--- config.mk ---
export PLATFORM = sky130hd
export DESIGN_NAME = x86_subset_instruction_decoder
export DESIGN_NICKNAME = d
export VERILOG_FILES = /design/src/rtl/core/xdec_pkg.sv /design/src/rtl/core/xdec_cls.sv /design/src/rtl/core/xdec_ext.sv /design/src/rtl/core/x86_subset_instruction_decoder.sv
export SDC_FILE = /design/constraint.sdc
export NUM_CORES = 1
export LEC_CHECK = 0
export BUFFER_PORTS_ARGS = -buffer_cell sky130_fd_sc_hd__buf_4
export CORE_MARGIN = 1.5
export CORE_UTILIZATION = 40
export CTS_BUF_LIST = sky130_fd_sc_hd__clkbuf_2
export DETAILED_ROUTE_END_ITERATION = 10
export PLACE_DENSITY = 0.6
export SETUP_SLACK_MARGIN = 0.5
export SYNTH_ARGS = -nofsm -noshare
export SYNTH_HDL_FRONTEND = slang
export SYNTH_SLANG_ARGS = --single-unit
--- constraint.sdc ---
create_clock -name clk -period 8.7 [get_ports clk]
set_input_delay 1.305 -clock clk [delete_from_list [all_inputs] [get_ports clk]]
set_output_delay 1.305 -clock clk [all_outputs]
set_load 0.02 [all_outputs]
--- src/rtl/core/xdec_pkg.sv ---
`timescale 1ns / 1ps

package xdec_pkg;

  localparam int WIN_BYTES   = 11;
  localparam int WIN_W       = 8 * WIN_BYTES;
  localparam int IN_TDATA_W  = 96;
  localparam int OUT_TDATA_W = 88;

  localparam logic [3:0] AVAIL_MAX = 4'(WIN_BYTES);
  localparam logic [3:0] REG_NONE  = 4'd8;
  localparam logic [2:0] SIB_NO_INDEX = 3'd4;
  localparam logic [2:0] RM_DISP32    = 3'd5;
  localparam logic [2:0] RM_SIB       = 3'd4;

  // Opcodes
  localparam logic [7:0] OP_ADD_RM_LO = 8'h00;
  localparam logic [7:0] OP_ADD_RM_HI = 8'h03;
  localparam logic [7:0] OP_SUB_RM_LO = 8'h28;
  localparam logic [7:0] OP_SUB_RM_HI = 8'h2B;
  localparam logic [7:0] OP_CMP_RM_LO = 8'h38;
  localparam logic [7:0] OP_CMP_RM_HI = 8'h3B;
  localparam logic [7:0] OP_MOV_RM_LO = 8'h88;
  localparam logic [7:0] OP_MOV_RM_HI = 8'h8B;
  localparam logic [7:0] OP_ADD_EAX   = 8'h05;
  localparam logic [7:0] OP_SUB_EAX   = 8'h2D;
  localparam logic [7:0] OP_CMP_EAX   = 8'h3D;
  localparam logic [7:0] OP_REG_LO    = 8'h40;
  localparam logic [7:0] OP_REG_HI    = 8'h5F;
  localparam logic [7:0] OP_JE        = 8'h74;
  localparam logic [7:0] OP_JNE       = 8'h75;
  localparam logic [7:0] OP_JMP8      = 8'hEB;
  localparam logic [7:0] OP_CALL      = 8'hE8;
  localparam logic [7:0] OP_JMP32     = 8'hE9;
  localparam logic [7:0] OP_GRP_IMM32 = 8'h81;
  localparam logic [7:0] OP_GRP_IMM8  = 8'h83;
  localparam logic [7:0] OP_MOV_IMM   = 8'hC7;
  localparam logic [7:0] OP_PUSHA     = 8'h60;
  localparam logic [7:0] OP_POPA      = 8'h61;
  localparam logic [7:0] OP_NOP       = 8'h90;
  localparam logic [7:0] OP_PUSHF     = 8'h9C;
  localparam logic [7:0] OP_POPF      = 8'h9D;
  localparam logic [7:0] OP_RET       = 8'hC3;

  // ALU selector in opcode bits 5:3
  localparam logic [2:0] ALU_SEL_ADD = 3'd0;
  localparam logic [2:0] ALU_SEL_SUB = 3'd5;

  // Register-form opcode group in bits 4:3
  localparam logic [1:0] REG_GRP_INC  = 2'd0;
  localparam logic [1:0] REG_GRP_DEC  = 2'd1;
  localparam logic [1:0] REG_GRP_PUSH = 2'd2;

  // Mod field
  localparam logic [1:0] MOD_NODISP = 2'd0;
  localparam logic [1:0] MOD_DISP8  = 2'd1;
  localparam logic [1:0] MOD_DISP32 = 2'd2;
  localparam logic [1:0] MOD_REG    = 2'd3;

  typedef enum logic [4:0] {
    KIND_INVALID, KIND_ADD, KIND_SUB, KIND_CMP, KIND_INC, KIND_DEC,
    KIND_PUSH, KIND_POP, KIND_PUSHA, KIND_POPA, KIND_JE, KIND_JNE,
    KIND_OR, KIND_ADC, KIND_SBB, KIND_AND, KIND_XOR, KIND_MOV,
    KIND_NOP, KIND_PUSHF, KIND_POPF, KIND_RET, KIND_CALL, KIND_JMP
  } ins_kind_t;

  typedef enum logic [1:0] {RM_NONE, RM_REG, RM_MEM, RM_IMM} rm_kind_t;
  typedef enum logic [1:0] {SEC_NONE, SEC_REG, SEC_IMM} sec_kind_t;
  typedef enum logic [1:0] {VSRC_NONE, VSRC_BYTE, VSRC_WORD} val_src_t;

  // Stage 1 result: decoded shape, value fields still located by byte position
  typedef struct packed {
    logic       known;
    ins_kind_t  kind;
    logic [3:0] len;
    logic [3:0] avail;
    logic       swapped;
    rm_kind_t   rk;
    logic [3:0] rbase;
    logic [3:0] ridx;
    logic [1:0] rscale;
    val_src_t   rv_src;
    logic [2:0] rv_pos;
    sec_kind_t  sk;
    val_src_t   sv_src;
    logic [2:0] sv_reg;
    logic [2:0] sv_pos;
  } s1_ctl_t;

  // Decoded result, laid out as the output word (last field in the lowest bits)
  typedef struct packed {
    logic [31:0] second_value;
    sec_kind_t   second_kind;
    logic [31:0] rm_value;
    logic [1:0]  rm_scale;
    logic [3:0]  rm_index;
    logic [3:0]  rm_base;
    rm_kind_t    rm_kind;
    logic        swapped;
    logic [3:0]  length;
    ins_kind_t   kind;
  } dec_res_t;

  function automatic ins_kind_t group_kind(input logic [2:0] sel);
    ins_kind_t k;
    case (sel)
      3'd0:    k = KIND_ADD;
      3'd1:    k = KIND_OR;
      3'd2:    k = KIND_ADC;
      3'd3:    k = KIND_SBB;
      3'd4:    k = KIND_AND;
      3'd5:    k = KIND_SUB;
      3'd6:    k = KIND_XOR;
      default: k = KIND_CMP;
    endcase
    return k;
  endfunction

  function automatic ins_kind_t alu_kind(input logic [2:0] sel);
    ins_kind_t k;
    case (sel)
      ALU_SEL_ADD: k = KIND_ADD;
      ALU_SEL_SUB: k = KIND_SUB;
      default:     k = KIND_CMP;
    endcase
    return k;
  endfunction

endpackage

--- src/rtl/core/xdec_cls.sv ---
`timescale 1ns / 1ps

// Stage 1: classify the opcode, parse ModRM/SIB, locate displacement and immediate.
module xdec_cls (
  input  logic                          clk,
  input  logic                          rst_n,
  input  logic                          en,
  input  logic                          in_valid,
  input  logic [xdec_pkg::IN_TDATA_W-1:0] in_data,
  output logic                          s1_v_r,
  output logic [xdec_pkg::WIN_W-1:0]    s1_win_r,
  output xdec_pkg::s1_ctl_t             s1_ctl_r
);

  logic [7:0] op;
  logic [7:0] sib;
  logic [1:0] mod_f;
  logic [2:0] r1;
  logic [2:0] r2;
  logic [3:0] avail_raw;
  logic [3:0] avail_c;
  logic       has_sib;
  logic [2:0] disp_pos;

  xdec_pkg::val_src_t m_src;
  logic [2:0]         m_end;
  xdec_pkg::rm_kind_t m_rk;
  logic [3:0]         m_base;
  logic [3:0]         m_idx;
  logic [1:0]         m_scale;

  xdec_pkg::s1_ctl_t ctl_nxt;

  assign op        = in_data[7:0];
  assign mod_f     = in_data[15:14];
  assign r2        = in_data[13:11];
  assign r1        = in_data[10:8];
  assign sib       = in_data[23:16];
  assign avail_raw = in_data[xdec_pkg::WIN_W+3:xdec_pkg::WIN_W];
  assign avail_c   = (avail_raw > xdec_pkg::AVAIL_MAX) ? xdec_pkg::AVAIL_MAX : avail_raw;
  assign has_sib   = (mod_f != xdec_pkg::MOD_REG) && (r1 == xdec_pkg::RM_SIB);
  assign disp_pos  = has_sib ? 3'd3 : 3'd2;

  // ModRM operand shape
  always_comb begin
    m_src   = xdec_pkg::VSRC_NONE;
    m_end   = disp_pos;
    m_rk    = xdec_pkg::RM_MEM;
    m_base  = {1'b0, r1};
    m_idx   = xdec_pkg::REG_NONE;
    m_scale = 2'd0;
    case (mod_f)
      xdec_pkg::MOD_NODISP: begin
        if (r1 == xdec_pkg::RM_DISP32) begin
          m_src  = xdec_pkg::VSRC_WORD;
          m_end  = disp_pos + 3'd4;
          m_base = xdec_pkg::REG_NONE;
        end
      end
      xdec_pkg::MOD_DISP8: begin
        m_src = xdec_pkg::VSRC_BYTE;
        m_end = disp_pos + 3'd1;
      end
      xdec_pkg::MOD_DISP32: begin
        m_src = xdec_pkg::VSRC_WORD;
        m_end = disp_pos + 3'd4;
      end
      default: m_rk = xdec_pkg::RM_REG;
    endcase
    if (has_sib) begin
      m_base  = {1'b0, sib[2:0]};
      m_idx   = (sib[5:3] == xdec_pkg::SIB_NO_INDEX) ? xdec_pkg::REG_NONE : {1'b0, sib[5:3]};
      m_scale = sib[7:6];
    end
  end

  always_comb begin
    ctl_nxt       = '0;
    ctl_nxt.avail = avail_c;
    ctl_nxt.len   = 4'd1;
    unique case (op) inside
      [xdec_pkg::OP_ADD_RM_LO:xdec_pkg::OP_ADD_RM_HI],
      [xdec_pkg::OP_SUB_RM_LO:xdec_pkg::OP_SUB_RM_HI],
      [xdec_pkg::OP_CMP_RM_LO:xdec_pkg::OP_CMP_RM_HI],
      [xdec_pkg::OP_MOV_RM_LO:xdec_pkg::OP_MOV_RM_HI]: begin
        ctl_nxt.known   = 1'b1;
        ctl_nxt.kind    = op[7] ? xdec_pkg::KIND_MOV : xdec_pkg::alu_kind(op[5:3]);
        ctl_nxt.len     = {1'b0, m_end};
        ctl_nxt.swapped = op[1];
        ctl_nxt.rk      = m_rk;
        ctl_nxt.rbase   = m_base;
        ctl_nxt.ridx    = m_idx;
        ctl_nxt.rscale  = m_scale;
        ctl_nxt.rv_src  = m_src;
        ctl_nxt.rv_pos  = disp_pos;
        ctl_nxt.sk      = xdec_pkg::SEC_REG;
        ctl_nxt.sv_reg  = r2;
      end
      xdec_pkg::OP_ADD_EAX, xdec_pkg::OP_SUB_EAX, xdec_pkg::OP_CMP_EAX: begin
        ctl_nxt.known  = 1'b1;
        ctl_nxt.kind   = xdec_pkg::alu_kind(op[5:3]);
        ctl_nxt.len    = 4'd5;
        ctl_nxt.rk     = xdec_pkg::RM_REG;
        ctl_nxt.ridx   = xdec_pkg::REG_NONE;
        ctl_nxt.sk     = xdec_pkg::SEC_IMM;
        ctl_nxt.sv_src = xdec_pkg::VSRC_WORD;
        ctl_nxt.sv_pos = 3'd1;
      end
      [xdec_pkg::OP_REG_LO:xdec_pkg::OP_REG_HI]: begin
        ctl_nxt.known = 1'b1;
        case (op[4:3])
          xdec_pkg::REG_GRP_INC:  ctl_nxt.kind = xdec_pkg::KIND_INC;
          xdec_pkg::REG_GRP_DEC:  ctl_nxt.kind = xdec_pkg::KIND_DEC;
          xdec_pkg::REG_GRP_PUSH: ctl_nxt.kind = xdec_pkg::KIND_PUSH;
          default:                ctl_nxt.kind = xdec_pkg::KIND_POP;
        endcase
        ctl_nxt.rk    = xdec_pkg::RM_REG;
        ctl_nxt.rbase = {1'b0, op[2:0]};
        ctl_nxt.ridx  = xdec_pkg::REG_NONE;
      end
      xdec_pkg::OP_JE, xdec_pkg::OP_JNE, xdec_pkg::OP_JMP8: begin
        ctl_nxt.known  = 1'b1;
        ctl_nxt.kind   = (op == xdec_pkg::OP_JE)  ? xdec_pkg::KIND_JE :
                         (op == xdec_pkg::OP_JNE) ? xdec_pkg::KIND_JNE : xdec_pkg::KIND_JMP;
        ctl_nxt.len    = 4'd2;
        ctl_nxt.rk     = xdec_pkg::RM_IMM;
        ctl_nxt.rv_src = xdec_pkg::VSRC_BYTE;
        ctl_nxt.rv_pos = 3'd1;
      end
      xdec_pkg::OP_CALL, xdec_pkg::OP_JMP32: begin
        ctl_nxt.known  = 1'b1;
        ctl_nxt.kind   = (op == xdec_pkg::OP_CALL) ? xdec_pkg::KIND_CALL : xdec_pkg::KIND_JMP;
        ctl_nxt.len    = 4'd5;
        ctl_nxt.rk     = xdec_pkg::RM_IMM;
        ctl_nxt.rv_src = xdec_pkg::VSRC_WORD;
        ctl_nxt.rv_pos = 3'd1;
      end
      xdec_pkg::OP_GRP_IMM32, xdec_pkg::OP_GRP_IMM8, xdec_pkg::OP_MOV_IMM: begin
        // mov r/m,imm32 is only defined with a zero reg field
        ctl_nxt.known  = (op != xdec_pkg::OP_MOV_IMM) || (r2 == 3'd0);
        ctl_nxt.kind   = (op == xdec_pkg::OP_MOV_IMM) ? xdec_pkg::KIND_MOV
                                                      : xdec_pkg::group_kind(r2);
        ctl_nxt.rk     = m_rk;
        ctl_nxt.rbase  = m_base;
        ctl_nxt.ridx   = m_idx;
        ctl_nxt.rscale = m_scale;
        ctl_nxt.rv_src = m_src;
        ctl_nxt.rv_pos = disp_pos;
        ctl_nxt.sk     = xdec_pkg::SEC_IMM;
        ctl_nxt.sv_pos = m_end;
        if (op == xdec_pkg::OP_GRP_IMM8) begin
          ctl_nxt.sv_src = xdec_pkg::VSRC_BYTE;
          ctl_nxt.len    = {1'b0, m_end} + 4'd1;
        end else begin
          ctl_nxt.sv_src = xdec_pkg::VSRC_WORD;
          ctl_nxt.len    = {1'b0, m_end} + 4'd4;
        end
      end
      xdec_pkg::OP_PUSHA: begin
        ctl_nxt.known = 1'b1;
        ctl_nxt.kind  = xdec_pkg::KIND_PUSHA;
      end
      xdec_pkg::OP_POPA: begin
        ctl_nxt.known = 1'b1;
        ctl_nxt.kind  = xdec_pkg::KIND_POPA;
      end
      xdec_pkg::OP_NOP: begin
        ctl_nxt.known = 1'b1;
        ctl_nxt.kind  = xdec_pkg::KIND_NOP;
      end
      xdec_pkg::OP_PUSHF: begin
        ctl_nxt.known = 1'b1;
        ctl_nxt.kind  = xdec_pkg::KIND_PUSHF;
      end
      xdec_pkg::OP_POPF: begin
        ctl_nxt.known = 1'b1;
        ctl_nxt.kind  = xdec_pkg::KIND_POPF;
      end
      xdec_pkg::OP_RET: begin
        ctl_nxt.known = 1'b1;
        ctl_nxt.kind  = xdec_pkg::KIND_RET;
      end
      default: ctl_nxt.known = 1'b0;
    endcase
  end

  always_ff @(posedge clk) begin
    if (!rst_n) begin
      s1_v_r <= 1'b0;
    end else if (en) begin
      s1_v_r <= in_valid;
    end
  end

  always_ff @(posedge clk) begin
    if (en) begin
      s1_win_r <= in_data[xdec_pkg::WIN_W-1:0];
      s1_ctl_r <= ctl_nxt;
    end
  end

endmodule

--- src/rtl/core/xdec_ext.sv ---
`timescale 1ns / 1ps

// Stage 2: pull displacement and immediate out of the window, check the length.
module xdec_ext (
  input  logic                       clk,
  input  logic                       rst_n,
  input  logic                       en,
  input  logic                       s1_v,
  input  logic [xdec_pkg::WIN_W-1:0] s1_win,
  input  xdec_pkg::s1_ctl_t          s1_ctl,
  output logic                       s2_v_r,
  output logic                       s2_ok_r,
  output xdec_pkg::dec_res_t         s2_res_r
);

  function automatic logic [31:0] pick(input logic [xdec_pkg::WIN_W-1:0] win,
                                       input logic [2:0] pos,
                                       input xdec_pkg::val_src_t src);
    logic [xdec_pkg::WIN_W-1:0] sh;
    logic [31:0]                v;
    sh = win >> {pos, 3'b000};
    case (src)
      xdec_pkg::VSRC_BYTE: v = {{24{sh[7]}}, sh[7:0]};
      xdec_pkg::VSRC_WORD: v = sh[31:0];
      default:             v = 32'd0;
    endcase
    return v;
  endfunction

  logic               ok_nxt;
  xdec_pkg::dec_res_t res_nxt;

  // Any truncation leaves the total length beyond the available count
  assign ok_nxt = s1_ctl.known && (s1_ctl.len <= s1_ctl.avail);

  always_comb begin
    res_nxt.kind        = s1_ctl.kind;
    res_nxt.length      = s1_ctl.len;
    res_nxt.swapped     = s1_ctl.swapped;
    res_nxt.rm_kind     = s1_ctl.rk;
    res_nxt.rm_base     = s1_ctl.rbase;
    res_nxt.rm_index    = s1_ctl.ridx;
    res_nxt.rm_scale    = s1_ctl.rscale;
    res_nxt.rm_value    = pick(s1_win, s1_ctl.rv_pos, s1_ctl.rv_src);
    res_nxt.second_kind = s1_ctl.sk;
    if (s1_ctl.sk == xdec_pkg::SEC_REG) begin
      res_nxt.second_value = {29'd0, s1_ctl.sv_reg};
    end else begin
      res_nxt.second_value = pick(s1_win, s1_ctl.sv_pos, s1_ctl.sv_src);
    end
  end

  always_ff @(posedge clk) begin
    if (!rst_n) begin
      s2_v_r <= 1'b0;
    end else if (en) begin
      s2_v_r <= s1_v;
    end
  end

  always_ff @(posedge clk) begin
    if (en) begin
      s2_ok_r  <= ok_nxt;
      s2_res_r <= res_nxt;
    end
  end

endmodule

--- src/rtl/core/x86_subset_instruction_decoder.sv ---
`timescale 1ns / 1ps

// Subset 32-bit x86 instruction decoder.
// Input word (in_*): a fetched window of 11 instruction bytes plus the count of
// valid bytes in it (counts above 11 act as 11). Output word (out_*): kind,
// length and the two operands of the instruction at byte 0; an unknown opcode
// or a window too short for the instruction gives an all-zero result.
// Exactly one output word leaves for every input word, in order.
// Pipeline: three register stages (opcode/ModRM classify, displacement and
// immediate extract plus length check, result zeroing into the output
// register). Throughput is one word per cycle while out_tready does not stall
// the output, with no feedback between the stages.
// Stall: when out_tvalid is high and out_tready low, the whole pipeline holds;
// in_tready drops in that cycle, so nothing is dropped or repeated. Bubbles
// inside the pipe do not free it while the output waits.
// Reset: synchronous, active low; all stage valid bits clear and in_tready is
// low while rst_n is low.
module x86_subset_instruction_decoder (
  input  logic                                clk,
  input  logic                                rst_n,
  input  logic                                in_tvalid,
  output logic                                in_tready,
  // [63:0] window_low, [87:64] window_high, [91:88] avail_len, [95:92] zero
  input  logic [xdec_pkg::IN_TDATA_W-1:0]     in_tdata,
  output logic                                out_tvalid,
  input  logic                                out_tready,
  // [4:0] ins_kind, [8:5] ins_length, [9] swapped, [11:10] rm_kind,
  // [15:12] rm_base, [19:16] rm_index, [21:20] rm_scale, [53:22] rm_value,
  // [55:54] second_kind, [87:56] second_value
  output logic [xdec_pkg::OUT_TDATA_W-1:0]    out_tdata
);

  logic                       en;
  logic                       s1_v;
  logic [xdec_pkg::WIN_W-1:0] s1_win;
  xdec_pkg::s1_ctl_t          s1_ctl;
  logic                       s2_v;
  logic                       s2_ok;
  xdec_pkg::dec_res_t         s2_res;
  logic                       out_v_r;
  xdec_pkg::dec_res_t         out_r;
  xdec_pkg::dec_res_t         out_nxt;

  // Advance every stage together unless the output word is blocked
  assign en        = !out_v_r || out_tready;
  assign in_tready = en && rst_n;

  xdec_cls u_cls (
    .clk      (clk),
    .rst_n    (rst_n),
    .en       (en),
    .in_valid (in_tvalid && in_tready),
    .in_data  (in_tdata),
    .s1_v_r   (s1_v),
    .s1_win_r (s1_win),
    .s1_ctl_r (s1_ctl)
  );

  xdec_ext u_ext (
    .clk      (clk),
    .rst_n    (rst_n),
    .en       (en),
    .s1_v     (s1_v),
    .s1_win   (s1_win),
    .s1_ctl   (s1_ctl),
    .s2_v_r   (s2_v),
    .s2_ok_r  (s2_ok),
    .s2_res_r (s2_res)
  );

  // Invalid or truncated: drop every field to zero
  assign out_nxt = s2_ok ? s2_res : '0;

  always_ff @(posedge clk) begin
    if (!rst_n) begin
      out_v_r <= 1'b0;
    end else if (en) begin
      out_v_r <= s2_v;
    end
  end

  always_ff @(posedge clk) begin
    if (en) begin
      out_r <= out_nxt;
    end
  end

  assign out_tvalid = out_v_r;
  assign out_tdata  = out_r;

  a_invalid_zero: assert property (@(posedge clk) disable iff (!rst_n)
    out_tvalid && (out_r.kind == xdec_pkg::KIND_INVALID) |->
      (out_r.length == 4'd0) && (out_r.rm_kind == xdec_pkg::RM_NONE) &&
      (out_r.second_kind == xdec_pkg::SEC_NONE))
    else $error("invalid result carries nonzero fields");

  a_valid_len: assert property (@(posedge clk) disable iff (!rst_n)
    out_tvalid && (out_r.kind != xdec_pkg::KIND_INVALID) |->
      (out_r.length != 4'd0) && (out_r.length <= xdec_pkg::AVAIL_MAX))
    else $error("decoded length out of range");

  a_sec_reg: assert property (@(posedge clk) disable iff (!rst_n)
    out_tvalid && (out_r.second_kind == xdec_pkg::SEC_REG) |->
      (out_r.second_value < 32'd8))
    else $error("second register number out of range");

  a_enter: assert property (@(posedge clk) disable iff (!rst_n)
    in_tvalid && in_tready |=> s1_v)
    else $error("accepted word missing from first stage");

endmodule

**After elaboration in Yosys (flattened, before gate mapping)**

Cells that the tools add are included.
Widths: inputs -> output; s select.

- Input bits: 100
- Register bits after elaboration: 310
- Word-level logic and storage cells: 160

- Muxes and demuxes: 34
- Equal/unequal tests: 38
- Order comparisons: 12
- Shifts and indexed selects: 2
- Add/subtract/negate cells: 4
- Reductions and logical operators: 29

Operators by type and width:

| kind | count |
|---|---|
| $shr 88x6->32 | 2 |
| $pmux 32 s2 | 2 |
| $eq 8x8->1 const B | 10 |
| $pmux 5 s12 | 1 |
| $pmux 5 s7 | 1 |
| $eq 8x7->1 const B | 4 |
| $mux 4 | 6 |
| $eq 3x3->1 const B | 7 |
| $mux 5 | 4 |
| $reduce_or 19->1 | 1 |
| $pmux 2 s3 | 3 |
| $eq 8x6->1 const B | 2 |
| $ge 8x6->1 const B | 2 |
| $le 8x6->1 const B | 2 |
| $pmux 4 s2 | 2 |
| $pmux 4 s4 | 1 |
| $pmux 5 s3 | 1 |
| $pmux 2 s2 | 3 |
| $reduce_or 3->1 | 4 |
| $eq 2x1->1 const B | 5 |
| $reduce_or 5->1 | 2 |
| $logic_and 1x1->1 | 9 |
| $pmux 3 s3 | 1 |
| $eq 2x2->1 const B | 4 |
| other kinds (31) | 40 |

**Depth between registers and ports, before layout**

- Depth in word-level cells: 9
- Depth in mapped cells: 7
- Depth with buffers taken out: 7

**Cells and area by module**

A second synthesis with hierarchy kept.

- Cells, all modules: 1,061
- Area, all modules: 15,381.0 µm²

Modules (own cells, without submodules):

| module | instances | cells each | area an instance (µm²) | sequential area each (µm²) |
|---|---|---|---|---|
| xdec_ext | 1 | 568 | 7,081.8 | 2,692.6 |
| xdec_cls | 1 | 302 | 4,996.0 | 3,893.7 |
| x86_subset_instruction_decoder | 1 | 191 | 3,303.2 | 2,662.6 |

**Worst setup path before layout**

OpenSTA, ideal clock, no wires.

- Kind: input to register
- Start: input port out_tready
- End: register out_r (netlist bit out_tdata[0]) (enable)
- Data arrival time: 7,300 ps
- Stages: 2
- Data required time: 8,044 ps
- Library setup time: 656 ps
- Path buffers: 0
- Setup slack: 744 ps
- Path through: nor2b_1 inv_1

- Longest elaborated chain between the ends: 1

Ends and longest elaborated chain:

| item | RTL line | source |
|---|---|---|
| start: declaration | x86_subset_instruction_decoder.sv:26 | `input logic out_tready,` |
| $logic_or 1x1->1 | x86_subset_instruction_decoder.sv:45 | `assign en = !out_v_r \|\| out_tready;` |
| end signal: assignment | x86_subset_instruction_decoder.sv:84 | `out_r <= out_nxt;` |
| end: declaration | x86_subset_instruction_decoder.sv:41 | `xdec_pkg::dec_res_t out_r;` |

No other way between the ends.
A chain may end at the register's enable or synchronous reset.

**Worst setup path in the final report**

- Start: input port out_tready
- End: output port in_tready

- Longest elaborated chain between the ends: 2

Ends and longest elaborated chain:

| item | RTL line | source |
|---|---|---|
| $logic_or 1x1->1 | x86_subset_instruction_decoder.sv:45 |  |
| $logic_and 1x1->1 | x86_subset_instruction_decoder.sv:46 | `assign in_tready = en && rst_n;` |
| end: declaration | x86_subset_instruction_decoder.sv:22 | `output logic in_tready,` |

No other way between the ends.

==> metrics <==
area leader, netlist=edfxtp_1; Reg2Reg Setup Slack=5.51 ns; critical path capture point type=output port; Total Routed Length=32500 um; Layout Skew=0.0738 ns; Post-CTS Hold Fix Bufs=0; Worst setup SP type=input pin; mean post-synth cell area=15.6 um2; WP data required=7.39 ns; fill count=3110; most common flop cell mapped by yosys=edfxtp_1; CP cell instances=buf_4 -> nor2b_1 -> nor2b_1 -> buf_4; Post-DP HPWL=22400 um; Slew Limit Fails=0; # IOs=190; WS Path Type=in2out; Final Util=0.477; CP Max Fanout=5; via count=8520; post-route ant nets=0; #FFs+latches synth=309; worst-case reg-to-reg path depth=4; layout cells sized above 1=0.328; initial antenna violation count=2; Hold Crit Start=u_cls.s1_ctl_r[27]; HP Class=reg2reg; CTS tree=built; Core Box Area=34600 um2; Async SR Flop Fraction=0; worst r2r src=u_cls.s1_ctl_r[1]; grt ovf=0; Critical Path AT=2.24 ns; Clock Path Buffers=3; Netlist cell types=59; Final min period=3.54 ns; GRT Total Usage=0.180; Root Buffer=clkbuf_2; chip height=191 um; max_cap viols=0; Clock Latency Late Sink=0.89 ns; worst vdd ir=0.0729 mV; total CTS buffers=81; Reg clk slew, reported paths=0.09 ns; Starting Density=0.407; syn nets=1010; part of the cycle the worst path needs=0.407; Post-CTS Setup Bufs=0; H-tree Lvls=3; vias per cell=5.23; clk sinks=309; setup TNS=0 ns; Buf+Inv Stages, Crit Path=2; global-route wire length before repair=48900 um; Avg WL per Cell=20.0 um; Initial DRT Pass Iterations=5; DIE WIDTH=191 um; area delta synth->final=17.2%; Least-Margin Pin Slew=1.11 ns; CP delay by family, top=simple AND/OR/NAND/NOR gates; largest net degree at the start of global routing=129; Rows=68; outcome=finished clean; CP max stage delay=0.53 ns; leak pwr=6.47 nW; Seq/Total Area, Yosys=0.656; Detailed Route Iter0 Violations=673; cell depth of the worst hold path=0; EDFF count, synth=306; Resize count post-CTS=0; Max Clk Rate=282 MHz; Synth Instances=902; number of global-route vias before repair=8401; mapped cell area=14100 um2; Slew headroom=0.258; top cells by area, synth=edfxtp_1 65%, mux4_2 10%, mux2i_1 6.5%; Power per Cell Area=179 nW/um2; Hold Vio Cnt, Final=0; DRC Markers=0; hold path endpoint=u_ext.s2_res_r[9]; YS warnings=0; Buffers on Ports=185; Final GP Congestion=0.850; final setup violation count=0; RSZ-0062 raised after global routing=false; nets=1228; Slowest cell on crit path=nor2b_1; Synth top area share=0.652; die area=36400 um2; reg2reg end=u_ext.s2_res_r[87]
## cells in the mapped netlist, drive strengths merged, types with 7 or more instances
cell	count
ha	8
nand2	50
o21ai	41
and3	7
nor3	10
mux4	63
nor2b	18
a21oi	37
mux2i	92
inv	15
and2	92
clkbuf	24
edfxtp	306
nand3	7
buf	35
nor2	22
## report_power, final
part / total (W) / switching [W] / leakage [nW] / internal [W]
clock network: 0.000922 / 0.000557 / 0.516 / 0.000364
registers: 0.00175 / 0.0000482 / 3.56 / 0.00171
logic: 0.000286 / 0.000152 / 2.39 / 0.000134
total: 0.00296 / 0.000758 / 6.47 / 0.00220
## worst max-delay path by stage
stage	start	end	slack (ns)	depth (start not counted)
5_1_grt	out_tready	in_tready	5.09	4
3_5_place_dp	out_tready	u_cls.s1_ctl_r[29]	5.05	4
2_1_floorplan	out_tready	out_tdata[0]	0.74	2
3_3_place_gp	out_tready	u_cls.s1_ctl_r[28]	5.08	4
6_report	out_tready	in_tready	5.16	4
4_1_cts	out_tready	in_tready	5.15	4
## metrics by stage
stage,instance area (um2),setup slack [ns],hold slack [ns],total power (W),cells
6_report,16500,5.16,0.411,0.00296,1628
5_1_grt,16500,5.09,0.424,0.00311,1628
4_1_cts,16500,5.15,0.416,0.00301,1626
3_5_place_dp,15800,5.05,0.405,0.00208,1492
3_3_place_gp,15800,5.08,0.404,0.00207,1492
2_1_floorplan,14100,0.744,0.400,0.00195,902
## kinds of logic after synthesis
group	share of synthesized area
flip-flops	0.656
multiplexers	0.168
AND/OR/NAND/NOR	0.0979
buffers and inverters	0.0241
AO/OA/AOI/OAI	0.0443
XOR/XNOR	0.00249
adder cells (fa/ha/maj)	0.00711
## routing by layer
metal	vias to the layer above	GRT usage	share of wire
li1	3965	-	-
met1	4191	0.244	0.44
met2	318	0.286	0.49
met3	46	0.0390	0.060
met4	0	0.0627	0.016
met5	-	0	0
## sequential cells by signal, indices dropped and copies added (netlist names)
name	count
u_ext.s2_ok_r	1
u_cls.s1_win_r	88
u_cls.s1_ctl_r	41
u_ext.s2_res_r	88
out_tvalid	1
out_tdata	88
u_cls.s1_v_r	1
u_ext.s2_v_r	1
## layout make-up
class	instances	area [um2]	area share
Antenna cell	2	5.00	0.000303
Inverter	16	67.6	0.00409
Clock inverter	26	130	0.00788
Clock buffer	108	541	0.0327
Tap cell	455	569	0.0345
Sequential cell	309	9250	0.560
Multi-Input combinational cell	518	4500	0.272
Timing Repair Buffer	194	1460	0.0882
## worst reg2reg max path: stages, from the launching register on
cell and delay, ns:
edfxtp_1 0.80, buf_4 0.87, mux2i_1 0.38, mux4_2 0.51, o21ai_0 0.35
## placed cells by master (no fill, tap or decap), types with 2 or more instances in the layout
| cell type | n |
|---|---|
| o21a_1 | 3 |
| nand2b_1 | 6 |
| and3_1 | 7 |
| o21bai_1 | 2 |
| nand3_1 | 7 |
| mux2i_1 | 92 |
| xnor2_1 | 4 |
| dfxtp_1 | 3 |
| a211oi_1 | 2 |
| o211ai_1 | 4 |
| edfxtp_1 | 306 |
| nor3_1 | 9 |
| mux2_2 | 2 |
| nand4_1 | 6 |
| buf_4 | 194 |
| ha_1 | 8 |
| nor2_1 | 22 |
| o21ai_0 | 40 |
| clkbuf_2 | 108 |
| or4_1 | 2 |
| nand3b_1 | 4 |
| a21o_1 | 2 |
| a2111oi_0 | 2 |
| nor2b_1 | 18 |
| mux4_2 | 63 |
| nor4_1 | 3 |
| inv_2 | 2 |
| o32ai_1 | 2 |
| and2_1 | 92 |
| inv_1 | 13 |
| clkinv_1 | 20 |
| nor4b_1 | 3 |
| nor3b_1 | 2 |
| a21oi_1 | 37 |
| clkinv_2 | 5 |
| nand2_1 | 50 |
| diode_2 | 2 |
| and4_1 | 4 |
No activity file was read; power rests on OpenSTA's default activity.
